===== src/hdl/prcb_pkg.sv =====
// ----------------------------------------------------------------------------
// prcb_pkg
// Shared types and constants for the pre-roll capture buffer.
// ----------------------------------------------------------------------------
package prcb_pkg;

    // Stream and config port widths
    localparam int IN_W    = 40;
    localparam int OUT_W   = 80;
    localparam int CFG_AW  = 2;
    localparam int CFG_DW  = 18;

    // Field widths
    localparam int MODE_W  = 3;
    localparam int SMP_W   = 16;
    localparam int RIDX_W  = 14;
    localparam int CNT_W   = 15;
    localparam int RING_W  = 13;
    localparam int RATE_W  = 18;
    localparam int BYTE_W  = 16;
    localparam int DUR_W   = 24;
    localparam int DVD_W   = 26;

    localparam int MS_PER_S = 1000;

    // Register reset values
    localparam logic [CNT_W-1:0]  REC_CAP_RST  = 15'd16384;
    localparam logic [RING_W-1:0] RING_CAP_RST = 13'd4096;
    localparam logic [RATE_W-1:0] RATE_RST     = 18'd16000;

    typedef enum logic [CFG_AW-1:0] {
        CFG_REC_CAP  = 2'd0,
        CFG_RING_CAP = 2'd1,
        CFG_RATE     = 2'd2
    } cfg_idx_t;

    typedef enum logic [MODE_W-1:0] {
        MODE_PUSH  = 3'd0,
        MODE_START = 3'd1,
        MODE_STOP  = 3'd2,
        MODE_RESET = 3'd3,
        MODE_READ  = 3'd4
    } mode_t;

    typedef enum logic [1:0] {
        BS_IDLE      = 2'd0,
        BS_RECORDING = 2'd1,
        BS_READY     = 2'd2
    } bstate_t;

    typedef enum logic [2:0] {
        CS_IDLE,
        CS_EXEC,
        CS_COPY_RD,
        CS_COPY_WR,
        CS_DIV_START,
        CS_DIV,
        CS_DONE
    } ctrl_state_t;

    typedef struct packed {
        logic load;
        logic exec;
        logic copy_rd;
        logic copy_wr;
        logic div_start;
        logic out_load;
    } cmd_t;

    typedef struct packed {
        mode_t mode;
        logic  start_ok;
        logic  copy_none;
        logic  copy_last;
        logic  div_busy;
        logic  out_free;
    } status_t;

endpackage


===== src/hdl/prcb_ctrl.sv =====
// ----------------------------------------------------------------------------
// prcb_ctrl
// Sequencer: accept, execute, ring copy, duration divide, result hand-off.
// ----------------------------------------------------------------------------
module prcb_ctrl (
    input  logic              aclk,
    input  logic              aresetn,
    input  logic              s_tvalid,
    output logic              s_tready,
    input  prcb_pkg::status_t status,
    output prcb_pkg::cmd_t    cmd
);
    import prcb_pkg::*;

    ctrl_state_t state_reg, state_next;

    always_ff @(posedge aclk) begin
        if (!aresetn) begin
            state_reg <= CS_IDLE;
        end else begin
            state_reg <= state_next;
        end
    end

    always_comb begin
        state_next = state_reg;
        cmd        = '0;
        s_tready   = 1'b0;
        case (state_reg)
            CS_IDLE: begin
                s_tready = 1'b1;
                if (s_tvalid) begin
                    cmd.load   = 1'b1;
                    state_next = CS_EXEC;
                end
            end
            CS_EXEC: begin
                cmd.exec = 1'b1;
                if (status.mode == MODE_START && status.start_ok && !status.copy_none) begin
                    state_next = CS_COPY_RD;
                end else begin
                    state_next = CS_DIV_START;
                end
            end
            CS_COPY_RD: begin
                cmd.copy_rd = 1'b1;
                state_next  = CS_COPY_WR;
            end
            CS_COPY_WR: begin
                cmd.copy_wr = 1'b1;
                state_next  = status.copy_last ? CS_DIV_START : CS_COPY_RD;
            end
            CS_DIV_START: begin
                cmd.div_start = 1'b1;
                state_next    = CS_DIV;
            end
            CS_DIV: begin
                if (!status.div_busy) begin
                    state_next = CS_DONE;
                end
            end
            CS_DONE: begin
                if (status.out_free) begin
                    cmd.out_load = 1'b1;
                    state_next   = CS_IDLE;
                end
            end
            default: state_next = CS_IDLE;
        endcase
    end

endmodule


===== config.mk =====
export PLATFORM = sky130hd
export DESIGN_NAME = prcb_ctrl
export DESIGN_NICKNAME = d
export VERILOG_FILES = /design/src/hdl/prcb_pkg.sv /design/src/hdl/prcb_ctrl.sv
export SDC_FILE = /design/constraint.sdc
export NUM_CORES = 1
export LEC_CHECK = 0
export ABC_AREA = 1
export BUFFER_PORTS_ARGS = -buffer_cell sky130_fd_sc_hd__buf_2
export CORE_AREA = 2 2 39 41
export DETAILED_ROUTE_END_ITERATION = 10
export DIE_AREA = 0 0 41 43
export GPL_TIMING_DRIVEN = 0
export HOLD_SLACK_MARGIN = 0.06
export SYNTH_ARGS = -nofsm -noshare
export SYNTH_HDL_FRONTEND = slang
export SYNTH_SLANG_ARGS = --single-unit

===== constraint.sdc =====
create_clock -name aclk -period 1.4 [get_ports aclk]
set_clock_uncertainty 0.2 [all_clocks]
set_input_delay 0.21 -clock aclk [delete_from_list [all_inputs] [get_ports aclk]]
set_output_delay 0.21 -clock aclk [all_outputs]
set_load 0.01 [all_outputs]

## Yosys cells after proc, flatten, opt, wreduce, memory -nomap -nowiden

Index checks and enable logic that the tools add are counted.

- Flip-flop bits (word level): 3
- Bits of input ports: 11
- Logic and storage cells: 31

- Equal/unequal tests: 10
- Multiplexer cells: 15
- Reduce and logical (&&, ||, !) cells: 5

Operators by type and width:

| operator | count |
|---|---|
| $pmux 3 s7 | 1 |
| $mux 3 | 5 |
| $eq 3x3->1 const B | 3 |
| $mux 1 | 9 |
| $eq 3x1->1 const B | 2 |
| $eq 3x2->1 const B | 2 |
| $ne 2x2->1 const B | 3 |
| $logic_not 3->1 | 1 |
| $reduce_and 3->1 | 1 |
| $logic_and 1x1->1 | 2 |
| $logic_not 1->1 | 1 |

## Logic depth before layout (Yosys ltp)

- Depth in word-level cells: 5
- Gate-level depth with buffers: 8
- Depth with buffers taken out: 7

## Least setup slack after synthesis

OpenSTA, ideal clock, no wires.

- Path type: register to output
- Start point: register state_reg[1]
- End point: output port cmd[0] (netlist bit)
- Arrival: 885 ps
- Data required time: 990 ps
- Setup slack: 105 ps
- Cell stages (with the launch flop): 3
- Path buffers: 0
- Path through: dfxtp_1 nand2_2 nor3b_1

RTL lines:

| item | line | source |
|---|---|---|
| start, declared | prcb_ctrl.sv:15 | `ctrl_state_t state_reg, state_next;` |
| start signal, assigned | prcb_ctrl.sv:21 | `state_reg <= state_next;` |
| end, declared | prcb_ctrl.sv:11 | `output prcb_pkg::cmd_t cmd` |

==> impl_metrics.csv <==
group,metric,value,unit
cts,clk_path_buf_depth,2,
logic_synthesis,syn-cell-area,308,um^2
global_route,track_usage,10.6,%
cts,numCtsBuffers,3,
global_route,grt_max_degree,8,
cts,clkTransAtPathRegs,0.03,ns
logic_synthesis,netlist_instances,53,
placed_design,dp_slack,0.0320,ns
outcome,violations,"negative setup slack",
timing,worst_slew_pin_slew,0.204,ns
route,drc,0,
worst_setup_path,worstSetupStartpointType,"register",
cts,cts_tree,"done",
route,route.met2.wl,456,um
run,timing.max_cap.violations,0,
logic_synthesis,synth_mux_area_share,0,%
global_route,grt_pass1_wl,1290,um
worst_setup_path,worst_path_max_delay_cell,"dfxtp_2",
timing,setup_tns,-0.109,ns
logic_synthesis,ys_warn_count,0,
cells_and_area,drive_above_1_share,61.0,%
route,post_drt_wl_per_cell,8.41,um
timing,fmax,689,MHz
timing,setup_viol,4,
die,initial_core_util,22.2,%
route,avgViaCountPerCell,4.13,
logic_synthesis,synth_adder_area_share,0,%
power_and_ir_drop,p_per_area,993,mW/mm^2
placed_design,dpl.hpwl,564,um
cts,htree_num_levels,1,
die,die_h,43,um
worst_setup_path,cp_max_fo,4,
worst_hold_path,min_path_type,"primary input to register",
worst_setup_path,endpoint_kind,"output pin",
logic_synthesis,synth_top_family_by_area,"simple AND/OR/NAND/NOR gates",
worst_setup_path,slowest_delay,0.34,ns
cts,clockRootBuffer,"clkbuf_4",
cells_and_area,diodes,0,
timing,drv_slew,0,
cells_and_area,n_fill_cell,152,
logic_synthesis,synth_compound_area_share,7.72,%
timing,rsz0062_at_grt,"true",
cells_and_area,largest_reg_flops,3,
cells_and_area,fin_area,579,um^2
cells_and_area,synthToLayoutAreaGrowth,88.2,%
global_route,first_global_vias,354,
die,fp-row-count,14,
worst_setup_path,path_class,"register to output pin",
logic_synthesis,synth_cell_types,18,
cts,worstSkewPairLatency,0.23,ns
placed_design,routabilityCongestion,0.675,
global_route,globalRouteOverflowTotal,0,
power_and_ir_drop,leakage,0.328,nW
die,dieArea,0.00176,mm^2
timing,period_share,104,%
logic_synthesis,seq_area_frac_synth,19.5,%
route,drt_iter0_markers,1,
timing,layout_min_cycle_time,1.45,ns
timing,max_slew_margin,86.4,%
cts,clock-sinks,3,
route,wl_met1,322,um
timing,hold_violations,0,
route,ant_nets,0,
logic_synthesis,synth_fp_nets,64,
logic_synthesis,synthSimpleGateAreaFrac,54.5,%
outcome,status,"finished, violations left",
placed_design,placed_cell_area,413,um^2
route,wl_met3,46,um
worst_setup_path,path_cells,"buf_6, inv_4, nor3_4, buf_2",
die,fp.dieW,41,um
route,drt_first_pass_iters,2,
worst_setup_path,cp.arrival,1.04,ns
die,io_pins,18,
logic_synthesis,synth_seq_cells,3,
global_route,antenna_found_initial,0,
route,vias,405,
power_and_ir_drop,irDropWorstVdd,0.000399,V
timing,layout_setup_ws,-0.0521,ns
route,routed_wl,824,um
cells_and_area,fin_nets,94,
route,top_layer,"met3",
timing,whs,0.0898,ns
logic_synthesis,synth.avg_cell_area,5.81,um^2
placed_design,port_buffers,17,
logic_synthesis,synth-xor-area-share,0,%
worst_setup_path,cp_data_required_time,0.99,ns
die,design.core.area,0.00138,mm^2
==> cell usage in the layout (no fill, tap or decap), types with 2 or more instances in the layout <==
master     n
buf_2     16
buf_4      5
buf_6      4
clkbuf_4   3
dfxtp_4    2
inv_1      9
inv_2      2
inv_4      2
nand2_1    8
nand2_2    4
nand3_1    3
nand3_2    2
nor2_1     6
nor2_4     2
nor3_4     2
o21ai_1    2
==> path summary, 6_finish.rpt <==
| path | startpoint | to | slack, ns | cells past startpoint |
|---|---|---|---|---|
| setup / recovery | state_reg[0] | cmd[4] | -0.05 | 4 |
| hold / removal | status[0] | state_reg[1] | 0.09 | 4 |
| setup reg to reg | state_reg[0] | state_reg[2] | 0.04 | 9 |
| hold reg to reg | state_reg[2] | state_reg[2] | 0.38 | 2 |
==> cells by family after synthesis <==
group | count (synthesis)
flip-flops | 3
AO/OA/AOI/OAI | 4
AND/OR/NAND/NOR | 32
buffers and inverters | 14
==> where the power goes <==
part	internal [W]	switching [W]	total, W
Clock	0.000107	0.0000411	0.000148
Combinational	0.000148	0.000145	0.000293
Sequential	0.000104	0.0000307	0.000134
==> synth_stat cells <==
| library cell | instances | area share (%) |
|---|---|---|
| nand3_2 | 1 | 3.3 |
| nor3_1 | 1 | 1.6 |
| nand2_1 | 10 | 12 |
| inv_2 | 3 | 3.7 |
| nor3_2 | 1 | 3.3 |
| inv_1 | 10 | 12 |
| nor3_4 | 1 | 5.3 |
| nor2_1 | 8 | 9.8 |
| nand3_1 | 4 | 6.5 |
| nand4_1 | 1 | 2.0 |
| nor2_2 | 1 | 2.0 |
| nand2_2 | 3 | 6.1 |
| dfxtp_1 | 3 | 20 |
| a21oi_1 | 1 | 1.6 |
| nor3b_1 | 1 | 2.4 |
| o21ai_1 | 2 | 3.3 |
| a21oi_2 | 1 | 2.8 |
| buf_4 | 1 | 2.4 |
==> critical path, delay by kind of cell (launching register included) <==
| family | cells | cell delay (ns) |
|---|---|---|
| AND/OR/NAND/NOR | 1 | 0.17 |
| flip-flops | 1 | 0.34 |
| buffers and inverters | 3 | 0.32 |
==> area by class of cell <==
type                            count  area, um^2  area share (%)
Multi-Input combinational cell     36         238            41.0
Sequential cell                     3        68.8            11.9
Buffer                              1        11.3            1.94
Timing Repair Buffer               25         161            27.9
Clock buffer                        4        26.3            4.54
Tap cell                           16        20.0            3.46
Inverter                           13        53.8            9.29
==> per-layer routing <==
layer	global-route usage (%)	vias up
li1	-	219
met1	11.9	176
met2	17.8	10
met3	1.57	0
met4	6.00	0
met5	0	-
==> through the flow <==
| step | cells | util, % | power, W |
|---|---|---|---|
| floorplan | 53 | - | 0.000253 |
| global placement | 86 | 29.8 | 0.000311 |
| finish | 98 | 41.9 | 0.000575 |
| global route | 98 | 41.9 | 0.000621 |
| CTS | 97 | 40.0 | 0.000565 |
| detailed placement | 86 | 29.8 | 0.000314 |
==> timing repair <==
item                                   4_1_cts  5_1_grt
pin swaps                                    3        6
gates cloned                                 1        0
hold buffers                                 1        0
setup endpoints to repair                    7        9
gates resized for setup                     18        6
endpoints found under the hold margin        3        0
buffers inserted                             5        2
Power figures use the tool's default switching activity.
